### src/rtl/ftsc_pkg.sv
// ----------------------------------------------------------------------------
// ftsc_pkg
// shared types, type codes and signature constants of the file type classifier
// ----------------------------------------------------------------------------
package ftsc_pkg;

    typedef logic [7:0] t_byte;
    typedef logic [3:0] t_file_type;

    // result type codes
    localparam t_file_type FT_ELF      = 4'd0;
    localparam t_file_type FT_PNG      = 4'd1;
    localparam t_file_type FT_GZIP     = 4'd2;
    localparam t_file_type FT_BZIP2    = 4'd3;
    localparam t_file_type FT_XZ       = 4'd4;
    localparam t_file_type FT_ZIP      = 4'd5;
    localparam t_file_type FT_PDF      = 4'd6;
    localparam t_file_type FT_SCRIPT   = 4'd7;
    localparam t_file_type FT_SQUASHFS = 4'd8;
    localparam t_file_type FT_TAR      = 4'd9;
    localparam t_file_type FT_TEXT     = 4'd10;
    localparam t_file_type FT_DATA     = 4'd11;

    localparam int PREFIX_LEN = 5;
    localparam int TAR_OFFSET = 257;
    localparam int TAR_END    = 262;
    localparam int RESULT_W   = 9;

    // text check
    localparam t_byte CTRL_LIMIT = 8'h20;
    localparam t_byte CH_LF      = 8'h0a;
    localparam t_byte CH_CR      = 8'h0d;
    localparam t_byte CH_TAB     = 8'h09;
    localparam t_byte CH_ESC     = 8'h1b;

    // progress of one file's scan, as seen after the current byte
    typedef struct packed {
        t_byte [PREFIX_LEN-1:0] prefix;
        logic                   tar_ok;
        logic                   text_ok;
    } t_scan;

    // "ustar" at the tar magic offset
    function automatic t_byte tar_char(input logic [2:0] idx);
        t_byte c;
        unique case (idx)
            3'd0:    c = 8'h75;
            3'd1:    c = 8'h73;
            3'd2:    c = 8'h74;
            3'd3:    c = 8'h61;
            3'd4:    c = 8'h72;
            default: c = 8'h00;
        endcase
        return c;
    endfunction

endpackage

### src/rtl/ftsc_byte_if.sv
// ----------------------------------------------------------------------------
// ftsc_byte_if
// header byte channel: valid/ready with one byte and an end-of-file flag
// ----------------------------------------------------------------------------
interface ftsc_byte_if;
    import ftsc_pkg::*;

    logic  valid;
    logic  ready;
    t_byte data_byte;
    logic  last_byte;

    modport source (output valid, output data_byte, output last_byte, input ready);
    modport sink   (input valid, input data_byte, input last_byte, output ready);
endinterface

### src/rtl/ftsc_type_if.sv
// ----------------------------------------------------------------------------
// ftsc_type_if
// result channel: valid/ready with type code and examined byte count
// ----------------------------------------------------------------------------
interface ftsc_type_if;
    import ftsc_pkg::*;

    logic                valid;
    logic                ready;
    t_file_type          file_type;
    logic [RESULT_W-1:0] bytes_examined;

    modport source (output valid, output file_type, output bytes_examined, input ready);
    modport sink   (input valid, input file_type, input bytes_examined, output ready);
endinterface

### src/rtl/file_type_signature_classifier.sv
// ----------------------------------------------------------------------------
// file_type_signature_classifier
// magic number file type detection over a streamed file header
// ----------------------------------------------------------------------------
// Feed the header of a file one byte per request on i_byte, marking the final
// byte with last_byte. One request is taken every clock cycle while ready is
// high: each byte only updates the scan state (byte count, first five bytes,
// tar mark flag, text flag), and the request carrying last_byte is classified
// in that same cycle and its result lands in the output register, so that
// o_type.valid rises in the next cycle, with the scan state back to its reset
// value for the next file. Input ready is held low only while a result sits
// in the output register and o_type is not taking it. Bytes beyond the first
// HEADER_BYTES are swallowed without effect. Leading signatures are checked
// in order elf, png, gzip, bzip2, xz, zip, pdf, script shebang, squashfs,
// each only if the file was long enough; then "ustar" at offset 257 gives
// tar; otherwise any zero or control byte other than newline, return, tab or
// escape makes the file data, else text.
// bytes_examined carries the low nine bits of the examined count.
module file_type_signature_classifier #(
    parameter int HEADER_BYTES = 264
) (
    input  logic        i_clk,
    input  logic        i_rst_n,
    ftsc_byte_if.sink   i_byte,
    ftsc_type_if.source o_type
);
    import ftsc_pkg::*;

    // count must be able to hold the limit itself
    localparam int CW = $clog2(HEADER_BYTES + 1);

    logic                take;
    t_scan               scan;
    logic [CW-1:0]       count;
    t_file_type          file_type;

    logic                r_out_valid;
    t_file_type          r_file_type;
    logic [RESULT_W-1:0] r_bytes;

    // output register frees up when the sink takes its result
    assign i_byte.ready = !r_out_valid || o_type.ready;
    assign take         = i_byte.valid && i_byte.ready;

    ftsc_track #(
        .HEADER_BYTES (HEADER_BYTES),
        .CW           (CW)
    ) u_track (
        .i_clk   (i_clk),
        .i_rst_n (i_rst_n),
        .i_take  (take),
        .i_data  (i_byte.data_byte),
        .i_last  (i_byte.last_byte),
        .o_scan  (scan),
        .o_count (count)
    );

    // classification sees the state including the final byte
    ftsc_classify #(
        .CW (CW)
    ) u_classify (
        .i_scan      (scan),
        .i_count     (count),
        .o_file_type (file_type)
    );

    always_ff @(posedge i_clk) begin
        if (!i_rst_n) begin
            r_out_valid <= 1'b0;
        end else if (take && i_byte.last_byte) begin
            r_out_valid <= 1'b1;
        end else if (o_type.ready) begin
            r_out_valid <= 1'b0;
        end
    end

    // result payload
    always_ff @(posedge i_clk) begin
        if (take && i_byte.last_byte) begin
            r_file_type <= file_type;
            r_bytes     <= count[RESULT_W-1:0];
        end
    end

    assign o_type.valid          = r_out_valid;
    assign o_type.file_type      = r_file_type;
    assign o_type.bytes_examined = r_bytes;

endmodule

### src/rtl/ftsc_track.sv
// ----------------------------------------------------------------------------
// ftsc_track
// per-file scan state: byte count, leading bytes, tar mark and text flags
// ----------------------------------------------------------------------------
module ftsc_track #(
    parameter int HEADER_BYTES = 264,
    parameter int CW           = 9
) (
    input  logic            i_clk,
    input  logic            i_rst_n,
    input  logic            i_take,
    input  ftsc_pkg::t_byte i_data,
    input  logic            i_last,
    output ftsc_pkg::t_scan o_scan,
    output logic [CW-1:0]   o_count
);
    import ftsc_pkg::*;

    logic [CW-1:0] r_count, n_count;
    t_scan         r_scan,  n_scan;
    logic          active;
    logic          in_tar;
    logic [2:0]    tar_idx;
    logic [CW-1:0] tar_rel;

    assign active  = r_count < CW'(HEADER_BYTES);
    assign in_tar  = (r_count >= CW'(TAR_OFFSET)) && (r_count < CW'(TAR_END));
    assign tar_rel = r_count - CW'(TAR_OFFSET);
    assign tar_idx = tar_rel[2:0];

    // scan state including the byte on the input
    always_comb begin
        n_scan  = r_scan;
        n_count = r_count;
        if (i_take && active) begin
            if (r_count < CW'(PREFIX_LEN)) begin
                n_scan.prefix[r_count[2:0]] = i_data;
            end
            if (in_tar && (i_data != tar_char(tar_idx))) begin
                n_scan.tar_ok = 1'b0;
            end
            if ((i_data < CTRL_LIMIT) && (i_data != CH_LF) && (i_data != CH_CR)
                    && (i_data != CH_TAB) && (i_data != CH_ESC)) begin
                n_scan.text_ok = 1'b0;
            end
            n_count = r_count + CW'(1);
        end
    end

    assign o_scan  = n_scan;
    assign o_count = n_count;

    always_ff @(posedge i_clk) begin
        if (!i_rst_n) begin
            r_count        <= '0;
            r_scan.prefix  <= '0;
            r_scan.tar_ok  <= 1'b1;
            r_scan.text_ok <= 1'b1;
        end else if (i_take) begin
            if (i_last) begin
                r_count        <= '0;
                r_scan.prefix  <= '0;
                r_scan.tar_ok  <= 1'b1;
                r_scan.text_ok <= 1'b1;
            end else begin
                r_count <= n_count;
                r_scan  <= n_scan;
            end
        end
    end

endmodule

### src/rtl/ftsc_classify.sv
// ----------------------------------------------------------------------------
// ftsc_classify
// signature priority match over the leading bytes, then tar, text or data
// ----------------------------------------------------------------------------
module ftsc_classify #(
    parameter int CW = 9
) (
    input  ftsc_pkg::t_scan      i_scan,
    input  logic [CW-1:0]        i_count,
    output ftsc_pkg::t_file_type o_file_type
);
    import ftsc_pkg::*;

    t_byte b0, b1, b2, b3, b4;
    logic  ge2, ge3, ge4, ge5, ge_tar;

    assign b0 = i_scan.prefix[0];
    assign b1 = i_scan.prefix[1];
    assign b2 = i_scan.prefix[2];
    assign b3 = i_scan.prefix[3];
    assign b4 = i_scan.prefix[4];

    assign ge2    = i_count >= CW'(2);
    assign ge3    = i_count >= CW'(3);
    assign ge4    = i_count >= CW'(4);
    assign ge5    = i_count >= CW'(5);
    assign ge_tar = i_count >= CW'(TAR_END);

    always_comb begin
        priority if (ge4 && b0 == 8'h7f && b1 == 8'h45 && b2 == 8'h4c && b3 == 8'h46) begin
            o_file_type = FT_ELF;
        end else if (ge4 && b0 == 8'h89 && b1 == 8'h50 && b2 == 8'h4e && b3 == 8'h47) begin
            o_file_type = FT_PNG;
        end else if (ge2 && b0 == 8'h1f && b1 == 8'h8b) begin
            o_file_type = FT_GZIP;
        end else if (ge3 && b0 == 8'h42 && b1 == 8'h5a && b2 == 8'h68) begin
            o_file_type = FT_BZIP2;
        end else if (ge5 && b0 == 8'hfd && b1 == 8'h37 && b2 == 8'h7a && b3 == 8'h58
                && b4 == 8'h5a) begin
            o_file_type = FT_XZ;
        end else if (ge4 && b0 == 8'h50 && b1 == 8'h4b && b2 == 8'h03 && b3 == 8'h04) begin
            o_file_type = FT_ZIP;
        end else if (ge4 && b0 == 8'h25 && b1 == 8'h50 && b2 == 8'h44 && b3 == 8'h46) begin
            o_file_type = FT_PDF;
        end else if (ge2 && b0 == 8'h23 && b1 == 8'h21) begin
            o_file_type = FT_SCRIPT;
        end else if (ge4 && b0 == 8'h68 && b1 == 8'h73 && b2 == 8'h71 && b3 == 8'h73) begin
            o_file_type = FT_SQUASHFS;
        end else if (ge_tar && i_scan.tar_ok) begin
            o_file_type = FT_TAR;
        end else if (i_scan.text_ok) begin
            o_file_type = FT_TEXT;
        end else begin
            o_file_type = FT_DATA;
        end
    end

endmodule
### src/flat_wrapper.sv
// flat-port wrapper written by rule: the top's interface ports become plain ports
module file_type_signature_classifier_flat import ftsc_pkg::*;
#(
    parameter int HEADER_BYTES = 264
)
  (i_clk, i_rst_n, i_byte_valid, i_byte_data_byte, i_byte_last_byte, i_byte_ready, o_type_valid, o_type_file_type, o_type_bytes_examined, o_type_ready);
  ftsc_byte_if i_byte_i ();
  ftsc_type_if o_type_i ();
  input  logic i_clk;
  input  logic i_rst_n;
  input wire logic [$bits(i_byte_i.valid)-1:0] i_byte_valid;
  input wire logic [$bits(i_byte_i.data_byte)-1:0] i_byte_data_byte;
  input wire logic [$bits(i_byte_i.last_byte)-1:0] i_byte_last_byte;
  output wire logic [$bits(i_byte_i.ready)-1:0] i_byte_ready;
  output wire logic [$bits(o_type_i.valid)-1:0] o_type_valid;
  output wire logic [$bits(o_type_i.file_type)-1:0] o_type_file_type;
  output wire logic [$bits(o_type_i.bytes_examined)-1:0] o_type_bytes_examined;
  input wire logic [$bits(o_type_i.ready)-1:0] o_type_ready;
  assign i_byte_i.valid = i_byte_valid;
  assign i_byte_i.data_byte = i_byte_data_byte;
  assign i_byte_i.last_byte = i_byte_last_byte;
  assign i_byte_ready = i_byte_i.ready;
  assign o_type_valid = o_type_i.valid;
  assign o_type_file_type = o_type_i.file_type;
  assign o_type_bytes_examined = o_type_i.bytes_examined;
  assign o_type_i.ready = o_type_ready;
  file_type_signature_classifier #(.HEADER_BYTES(HEADER_BYTES)) u_core (.i_clk(i_clk), .i_rst_n(i_rst_n), .i_byte(i_byte_i), .o_type(o_type_i));
endmodule
### config.mk
export PLATFORM = sky130hd
export DESIGN_NAME = file_type_signature_classifier_flat
export DESIGN_NICKNAME = d
export VERILOG_FILES = /design/src/rtl/ftsc_pkg.sv /design/src/rtl/ftsc_byte_if.sv /design/src/rtl/ftsc_type_if.sv /design/src/rtl/file_type_signature_classifier.sv /design/src/rtl/ftsc_track.sv /design/src/rtl/ftsc_classify.sv /design/src/flat_wrapper.sv
export SDC_FILE = /design/constraint.sdc
export NUM_CORES = 1
export LEC_CHECK = 0
export BUFFER_PORTS_ARGS = -buffer_cell sky130_fd_sc_hd__buf_2
export CAP_MARGIN = 20
export CORE_MARGIN = 2
export CORE_UTILIZATION = 67
export DETAILED_ROUTE_END_ITERATION = 7
export PLACE_DENSITY_LB_ADDON = 0.08
export REMOVE_ABC_BUFFERS = 1
export SLEW_MARGIN = 0
export SYNTH_ARGS = -nofsm -noshare
export SYNTH_HDL_FRONTEND = slang
export SYNTH_SLANG_ARGS = --single-unit
### constraint.sdc
create_clock -name i_clk -period 9.4 [get_ports i_clk]
set_clock_uncertainty 0.2 [all_clocks]
set_input_delay 0 -clock i_clk [delete_from_list [all_inputs] [get_ports i_clk]]
set_output_delay 0 -clock i_clk [all_outputs]
set_load 0.02 [all_outputs]
* Word-level counts from Yosys, hierarchy flattened
Cells that the tools add are included.
** Storage, ports and cells
- Bits in registers :: 65
- Bits in latches :: 0
- Bits in writable memories :: 0
- Memories kept :: 0
- Word-level logic and storage cells :: 141
- ROM bits :: 0
** Cells by class
- Reduce and logical (&&, ||, !) cells :: 50
- Order comparisons :: 12
- Multiply operators :: 0
- Eq/ne operators :: 39
- Bitwise operators :: 0
- Shift-type cells :: 0
- Multiplexer cells :: 24
- Add/subtract/negate cells :: 2
- Div/mod/pow operators :: 0
** Operators by type and width (count)
- $eq A8 B7 Y1 const B :: 20
- $mux W42 :: 2
- $logic_and A1 B1 Y1 :: 43
- $bwmux W40 :: 1
- $mux W40 :: 1
- $pmux W7 S5 :: 1
- $eq A8 B6 Y1 const B :: 4
- $demux W8 S3 :: 1
- $eq A8 B8 Y1 const B :: 3
- $ne A8 B4 Y1 const B :: 3
- $ge A9 B2 Y1 const B :: 2
- $ge A9 B3 Y1 const B :: 2
- $ge A9 B9 Y1 const B :: 2
- $lt A9 B9 Y1 const B :: 2
- $mux W9 :: 2
- $mux W8 :: 2
- $mux W3 :: 4
- $add A9 B1 Y9 const B :: 1
- $lt A9 B3 Y1 const B :: 1
- $eq A8 B2 Y1 const B :: 1
- $eq A8 B3 Y1 const B :: 1
- $eq A8 B5 Y1 const B :: 1
- $lt A8 B6 Y1 const B :: 1
- $mux W2 :: 4
- 16 further kinds :: 22

* Logic depth before layout (Yosys ltp)
Gate-level depths: netlist of the first run.
- Depth after elaboration :: 22
- Depth in mapped cells :: 13
- Depth with buffers taken out :: 11

* Hierarchy
Synthesis of the first run repeated with hierarchy kept, for this count alone.
** Unflattened totals
- Cell total of the unflattened synthesis :: 420
- Area, all modules :: 4111.4 um2
** Modules (own cells, without submodules)
- ftsc_track :: area each 2922.8 um2, cells each 291, seq. area each 1021.0 um2, instances 1
- ftsc_classify :: area each 726.9 um2, cells each 110, seq. area each 0.0 um2, instances 1
- file_type_signature_classifier :: area each 461.7 um2, cells each 19, seq. area each 410.4 um2, instances 1

* Worst setup path after synthesis of the first run
No wires, ideal clock.
- Path type :: reg2reg
- Start :: register u_core.u_track.r_count[0]
- End :: register u_core.r_file_type[0], in the netlist u_core.o_type.file_type[0], data pin
- Arrival :: 2672 ps
- Data required time :: 8941 ps
- Setup slack :: 6269 ps
- Stages on the path, launching flop included :: 11
- Buffers on the path :: 2
- Clock period less this slack :: 3131 ps
- Cell sequence :: dfxtp_1 > clkbuf_1 > nor4b_1 > and4_1 > buf_2 > mux2_2 > or4_1 > a211oi_1 > a22oi_1 > o211ai_1 > nand2_1
** Between the ends
- Longest elaborated chain between the ends :: 20
- Elaborated cells between the ends (all ways) :: 105
** Ends and longest elaborated chain
- from (decl) :: line ftsc_track.sv:19 : logic [CW-1:0] r_count, n_count;
- from (signal assigned) :: line ftsc_track.sv:66 : r_count <= n_count;
- branches (longest 20 deep; another with $sub A3 B1 Y3)
- to (signal assigned) :: line file_type_signature_classifier.sv:80 : r_file_type <= file_type;
- to (decl) :: line file_type_signature_classifier.sv:38 : t_file_type r_file_type;
Several ways; the timed one is not identified. The select of a mux whose other input is x is not followed.
A chain may end at the register's enable or synchronous reset.

* Worst setup path after layout of the first run
- Start :: register u_core.u_track.r_count[1]
- End :: register u_core.r_file_type[3], in the netlist u_core.o_type.file_type[3], data pin
** Between the ends
- Longest elaborated chain between the ends :: 14
- Elaborated cells between the ends (all ways) :: 72
** Ends and longest elaborated chain
- $lt A3 B4 Y1 (not written as such) or $ge A3 B1 Y1 (tied branches) :: line ftsc_track.sv:37 : n_scan.prefix[r_count[2:0]] = i_data;
- $logic_and A1 B1 Y1 (not written as such) :: line ftsc_track.sv:37
- $mux W8 (not written as such) :: line ftsc_track.sv:37
- $demux W8 S3 :: line ftsc_track.sv:37
- $bwmux W40 :: line ftsc_track.sv:37
- $mux W40 :: line ftsc_track.sv:36 : if (r_count < CW'(PREFIX_LEN)) begin
- $mux W42 :: line ftsc_track.sv:35 : if (i_take && active) begin
- $eq A8 B8 Y1 :: line ftsc_classify.sv:38 : end else if (ge5 && b0 == 8'hfd && b1 == 8'h37 && b2 == 8'h7a && b3 == 8'h58
- $logic_and A1 B1 Y1 (4 in a row) :: line ftsc_classify.sv:38
- $logic_and A1 B1 Y1 :: line ftsc_classify.sv:39 : && b4 == 8'h5a) begin
- $reduce_or A8 Y1 (no source line) *
Every way passes the cells marked *; elsewhere a longest branch is shown, timed or not.

==> impl_metrics.json, run 1 <==
{
  "whs_path_depth": 3,
  "grt_busiest_layer": "met2",
  "fp.dieH_microns": 87.4,
  "placed_cells": 625,
  "post-route-period-util_pct": 41.2,
  "cts_tree": "yes",
  "area_growth_pct": 8.38,
  "drive_gt1_share_pct": 12.2,
  "yosysUniqueCellTypes": 64,
  "design_area_sq_um": 5050,
  "synth_area_sq_um": 4660,
  "finalSetupTns_ns": 0,
  "yosysSeqAreaShare_pct": 30.7,
  "r2r_slack_ns": 5.53,
  "crit_arrival_ns": 3.81,
  "grt_pass1_wl_microns": 22100,
  "min_period_ns": 3.87,
  "max_slew_margin_pct": 33.8,
  "antennaDiodeCount": 0,
  "grt_setup_unrepaired": "no",
  "cts_made_buffers": 9,
  "powerDensity_nw_per_um2": 127,
  "fillerInstances": 526,
  "cts.sinks": 65,
  "ys.flop_type": "dfxtp_1",
  "finalHoldViolCount": 0,
  "drtIter0Drc": 463,
  "routedWlPerCell_microns": 21.1,
  "cts_max_path_buffers": 2,
  "portBuffers": 27,
  "grt_use_met3_pct": 7.30,
  "synth.top_cell.area_share_pct": 22.4,
  "yosysWarnings": 0,
  "use_met1_pct": 49.3,
  "gp_congestion": 1.03,
  "overflow": 0,
  "ctsHoldBuffers": 10,
  "via_per_inst": 7.09,
  "drc": 0,
  "holdWs_ns": 0.0199,
  "synth.area.top_cells": "dfxtp_1 (22%), edfxtp_1 (8.4%), nor2b_1 (7.9%), a22oi_1 (7.3%), mux2i_1 (5.4%)",
  "antenna_found_initial": 0,
  "start_kind": "register",
  "die-area_sq_um": 7630,
  "hold_path.class": "primary input to register",
  "finalCoreUtilization_pct": 74.7,
  "crit_type": "register to register",
  "cts_max_level": 3,
  "layout.nets": 587,
  "routed_wl_microns": 13800,
  "first_pass_iters": 5,
  "clk_latency_ns": 0.36,
  "postPlaceCellArea_sq_um": 4720,
  "grt_util_met2_pct": 59.4,
  "grt_pass1_vias": 4271,
  "fmax_mhz": 258,
  "p_leak_nw": 1.82,
  "hpwl_microns": 9610,
  "post-cts-setup-buffers": 0,
  "cts.reportedPaths.clkPinSlew_ns": 0.08,
  "io_pins": 28,
  "crit_required_ns": 9.34,
  "rows": 30,
  "crit_fanout": 16,
  "fin_cells": 652,
  "track_usage_pct": 37.6,
  "critPathCaptureType": "register",
  "synth_edf_count": 13,
  "async_flop_share_pct": 0,
  "die_w_microns": 87.4,
  "worstMarginPinSlew_ns": 0.986,
  "vdd_ir_drop_max_mv": 0.120,
  "synth_top_area_cell": "dfxtp_1",
  "num_vias": 4623,
  "antenna_left": 0,
  "status": "finished clean",
  "layout_commonest_cell": "nor2b_1",
  "most-common-layout-cells": "nor2b_1 (59), dfxtp_1 (52), a22oi_1 (45)",
  "reg2reg_depth": 9,
  "start_util_pct": 68.9,
  "maxCapViolCount": 0,
  "syn_area_per_cell_sq_um": 8.35,
  "synth_seq_cells": 65,
  "cts_resized": 0,
  "synthCells": 558,
  "grt_max_degree": 53,
  "coreArea_sq_um": 6760,
  "finalSetupViolations": 0,
  "drv_slew": 0,
  "cts_root_buffer": "clkbuf_8"
}
[per-stage QoR]
step | total power, mW | worst slack, ns
after floorplan | 0.350 | 6.09
after global placement | 0.383 | 5.63
after detailed placement | 0.384 | 5.57
after CTS | 0.637 | 5.55
after global routing | 0.660 | 5.27
final | 0.640 | 5.53
[critical path, cell delays in order (launching register included)]
cell and delay (ns):
dfxtp_1 0.66, ha_1 0.42, nand4_4 0.15, or4_4 0.53, o31a_1 0.37, nor4_4 0.44
nor3_1 0.20, a21oi_2 0.21, nand3_2 0.11, a2111oi_2 0.35
[routing by layer]
metal | share of wire, % | vias to the layer above
met4 | 4.2 | 0
met1 | 41 | 2166
met5 | 0 | -
met3 | 9.1 | 58
met2 | 46 | 295
li1 | - | 2104
[synth_stat cells (4+ instances only)]
| cell | n |
|---|---|
| edfxtp_1 | 13 |
| and3_1 | 7 |
| or3_1 | 5 |
| nor2_1 | 38 |
| mux2i_1 | 25 |
| inv_1 | 17 |
| clkbuf_1 | 25 |
| nand3_1 | 17 |
| nor2b_1 | 59 |
| nor4bb_1 | 7 |
| xnor2_1 | 4 |
| a211oi_1 | 4 |
| a32oi_1 | 6 |
| xor2_1 | 5 |
| nand4_1 | 14 |
| buf_2 | 15 |
| a22oi_1 | 45 |
| dfxtp_1 | 52 |
| nand2_1 | 32 |
| a21oi_1 | 9 |
| nor4b_1 | 7 |
| ha_1 | 7 |
| nor4_1 | 17 |
| o211ai_1 | 8 |
| nor3b_1 | 10 |
| mux2_2 | 10 |
| nor3_1 | 14 |
| nand3b_1 | 5 |
| nand2b_1 | 8 |
| o21ai_1 | 4 |
| o21ai_0 | 17 |
[registers in the layout, summed over array words and instances (netlist names)]
| register | count |
|---|---|
| u_core.o_type.file_type | 4 |
| u_core.u_track.r_scan | 42 |
| u_core.o_type.valid | 1 |
| u_core.o_type.bytes_examined | 9 |
| u_core.u_track.r_count | 9 |
[path summary, 6_finish.rpt]
| path | startpoint | end |
|---|---|---|
| hold / removal | i_byte_data_byte[3] | u_core.u_track.r_scan[37] |
| setup reg to reg | u_core.u_track.r_count[1] | u_core.o_type.file_type[3] |
| setup / recovery | u_core.u_track.r_count[1] | u_core.o_type.file_type[3] |
| hold reg to reg | u_core.u_track.r_scan[37] | u_core.u_track.r_scan[37] |
[layout make-up]
class                      instances  area, sq um  area share, %
clock buffer                      10          149           2.95
clock inverter                     6         63.8           1.26
inverter                          17         63.8           1.26
multi-input combinational        435         2980           59.1
sequential                        65         1430           28.4
tap                               80          100           1.98
timing repair buffer              39          258           5.11
[power by group]
group          internal (mW)  leakage (nW)  switching (mW)  total, mW
logic                 0.0318          1.17          0.0576     0.0895
registers              0.289         0.539         0.00556      0.294
clock network          0.139         0.112           0.117      0.256
total                  0.459          1.82           0.181      0.640
[cells by family (layout without fill, tap and decap cells)]
group                      count (synthesis)  after routing  share of synthesized area, %
xor gates and xnor gates                   9              9                          1.69
AOI/OAI and AO/OA                        121            121                          18.7
and+or+nand+nor                          263            263                          34.0
muxes                                     35             35                          7.79
DFF                                       65             65                          30.7
buffers and inverters                     58             72                          5.24
adders and majority gates                  7              7                          1.88
Note: power is estimated with default switching activity, not from simulation.
==> run 2: changes to the inputs <==
--- a/config.mk
+++ b/config.mk
@@ -8,7 +8,7 @@
 export BUFFER_PORTS_ARGS = -buffer_cell sky130_fd_sc_hd__buf_2
 export CAP_MARGIN = 20
 export CORE_MARGIN = 2
-export CORE_UTILIZATION = 67
+export CORE_UTILIZATION = 56
 export DETAILED_ROUTE_END_ITERATION = 7
 export PLACE_DENSITY_LB_ADDON = 0.08
 export REMOVE_ABC_BUFFERS = 1
==> constraint.sdc (replaced) <==
create_clock -name i_clk -period 3.1 [get_ports i_clk]
set_clock_uncertainty 0.2 [all_clocks]
set_input_delay 0 -clock i_clk [delete_from_list [all_inputs] [get_ports i_clk]]
set_output_delay 0 -clock i_clk [all_outputs]
set_load 0.02 [all_outputs]
==> run 2 against run 1 <==
  * Critical path depth up 2
  * Global-route usage fell by 4.4 points
  * Non-clock buffer count is 47 higher
  * Combinational power grew to 3.4 times the previous value
  * Flip-flop and latch count did not move
  * Final cell count increased by 11%
  * First-iteration DRC count is 14% lower
  * Via count increased by 2.7%
  * Worst setup slack got worse by 5.5 ns
==> impl_metrics.json, run 2 (synthesis results as in run 1) <==
{
  "drive_gt1_share_pct": 22.6,
  "clk_latency_ns": 0.35,
  "slowest_delay_ns": 0.42,
  "rows": 33,
  "critPathCaptureType": "register",
  "r2r_slack_ns": 0.08,
  "cts_max_level": 3,
  "overflow": 0,
  "num_vias": 4749,
  "setup_ws_ns": 0.0757,
  "antenna_left": 0,
  "min_period_ns": 3.02,
  "whs_path_depth": 4,
  "switching_share_pct": 29.8,
  "grt_pass1_wl_microns": 23000,
  "multi_input_area_sq_um": 3070,
  "post-place-ws_ns": -0.00862,
  "die-area_sq_um": 9060,
  "max_slew_margin_pct": 51.8,
  "worstMarginPinSlew_ns": 0.723,
  "crit_slowest_cell": "dfxtp_1",
  "p_sw_mw": 0.565,
  "r2r-start": "u_core.u_track.r_count[2]",
  "drc": 0,
  "coreArea_sq_um": 8130,
  "crit_required_ns": 2.99,
  "routed_wl_microns": 14700,
  "antennaDiodeCount": 0,
  "start_util_pct": 57.3,
  "fillerInstances": 699,
  "status": "finished clean",
  "track_usage_pct": 33.2,
  "most-common-layout-cells": "nor2b_1 (58), buf_4 (50), dfxtp_1 (49)",
  "r2r-end": "u_core.o_type.file_type[3]",
  "min-delay-start": "i_byte_data_byte[6]",
  "layout_commonest_cell": "nor2b_1",
  "powerDensity_nw_per_um2": 344,
  "hold_path.class": "primary input to register",
  "via_per_inst": 6.56,
  "post-route-period-util_pct": 97.6,
  "portBuffers": 27,
  "drtIter0Drc": 400,
  "grt_max_degree": 53,
  "vdd_ir_drop_max_mv": 0.338,
  "fp.dieH_microns": 95.2,
  "critPathTopFamily": "simple AND/OR/NAND/NOR gates",
  "first_pass_iters": 5,
  "cts_made_buffers": 9,
  "finalSetupViolations": 0,
  "cts.reportedPaths.clkPinSlew_ns": 0.08,
  "worst-path-stages": 11,
  "fmax_mhz": 331,
  "reg2reg_depth": 11,
  "gp_congestion": 1.06,
  "layout.nets": 634,
  "finalCoreUtilization_pct": 67.8,
  "comb_power_share_pct": 16.2,
  "p_int_mw": 1.33,
  "drv_slew": 0,
  "antenna_found_initial": 0,
  "io_pins": 28,
  "cts_root_buffer": "clkbuf_8",
  "p_leak_nw": 2.07,
  "grt_setup_unrepaired": "yes",
  "start_kind": "register",
  "cts.sinks": 65,
  "crit_fanout": 23,
  "crit_chain": "buf_4 > nor4_1 > nand4_1 > buf_12 > mux2i_1 > o211ai_1 > nor4_1 > buf_4 > nand4_1 > nand3_2 > a2111oi_2",
  "routedWlPerCell_microns": 20.4,
  "hpwl_microns": 10500,
  "crit_type": "register to register",
  "finalHoldViolCount": 0,
  "grt_pass1_vias": 4412,
  "power.share.sequential_pct": 46.9,
  "min_to": "u_core.u_track.r_scan[40]",
  "cts_max_path_buffers": 2,
  "cts_tree": "yes",
  "holdWs_ns": 0.0317,
  "area_growth_pct": 18.4,
  "largest_register": "u_core.u_track.r_scan",
  "largest_reg_flops": 42,
  "crit_arrival_ns": 2.91,
  "die_w_microns": 95.2,
  "final-seq-area_sq_um": 1440,
  "critPathBufInv": 3,
  "power_frac_clock_pct": 36.8,
  "maxCapViolCount": 0
}
## run 2: cell count changes in the layout (fill, tap and decap cells not counted), sizes merged
cell	change
dlygate4sd3	-3
buf	+50
clkinv	-2
bufinv	-1
clkbuf	+1
clkinvlp	+1
inv	+1
## run 2: stage by stage
stage / cell area [sq um] / std cells / setup TNS (ns) / power, mW
floorplan: 4480 / 517 / -0.579 / 1.06
global placement: 5140 / 698 / 0 / 1.19
detailed placement: 5140 / 698 / -0.00862 / 1.20
CTS: 5400 / 721 / 0 / 1.89
global route: 5510 / 724 / -0.0797 / 1.97
finish: 5510 / 724 / 0 / 1.90
## run 2: cell type report
class | count | share of cell area, %
Inverter | 17 | 1.16
Multi-Input combinational cell | 435 | 55.7
Timing Repair Buffer | 86 | 11.3
Tap cell | 105 | 2.38
Clock buffer | 11 | 2.75
Sequential cell | 65 | 26.1
Clock inverter | 5 | 0.681
## run 2: timing repair
item / in CTS / in global routing
setup endpoints to repair: 2 / 3
hold buffers: 7 / 0
hold endpoints to repair: 20 / 0
resized for setup: 1 / 23
pin swaps: 0 / 7
buffers inserted: 0 / 3
## run 2: per-layer routing
metal | vias to the layer above | track usage [%] | part of all wire (%)
met5 | - | 0 | 0
met4 | 0 | 15.3 | 4.2
met3 | 55 | 6.96 | 8.8
met2 | 295 | 53.0 | 46
met1 | 2200 | 42.7 | 41
li1 | 2199 | - | -
## run 2: power by group through the flow
stage | logic (mW) | clock network [mW] | registers [mW]
final | 0.308 | 0.699 | 0.890
after global routing | 0.330 | 0.747 | 0.893
after CTS | 0.296 | 0.708 | 0.890
after detailed placement | 0.288 | 0 | 0.909
after global placement | 0.287 | 0 | 0.908
after floorplan | 0.146 | 0 | 0.916
## run 2: how the worst max path moves through the flow
| stage | start | end |
|---|---|---|
| 2_1_floorplan | u_core.o_type.valid | u_core.o_type.file_type[3] |
| 3_3_place_gp | u_core.u_track.r_count[1] | u_core.o_type.file_type[0] |
| 3_5_place_dp | u_core.u_track.r_count[0] | u_core.o_type.file_type[3] |
| 4_1_cts | u_core.u_track.r_count[1] | u_core.o_type.file_type[0] |
| 5_1_grt | u_core.u_track.r_count[6] | u_core.o_type.file_type[3] |
| 6_report | u_core.u_track.r_count[2] | u_core.o_type.file_type[3] |
## run 2: worst register-to-register path, cell delays in order (launching register included)
cell and delay (ns):
dfxtp_1 0.42, buf_4 0.21, nor4_1 0.22, nand4_1 0.20, buf_12 0.22, mux2i_1 0.20
o211ai_1 0.22, nor4_1 0.37, buf_4 0.18, nand4_1 0.12, nand3_2 0.15, a2111oi_2 0.05
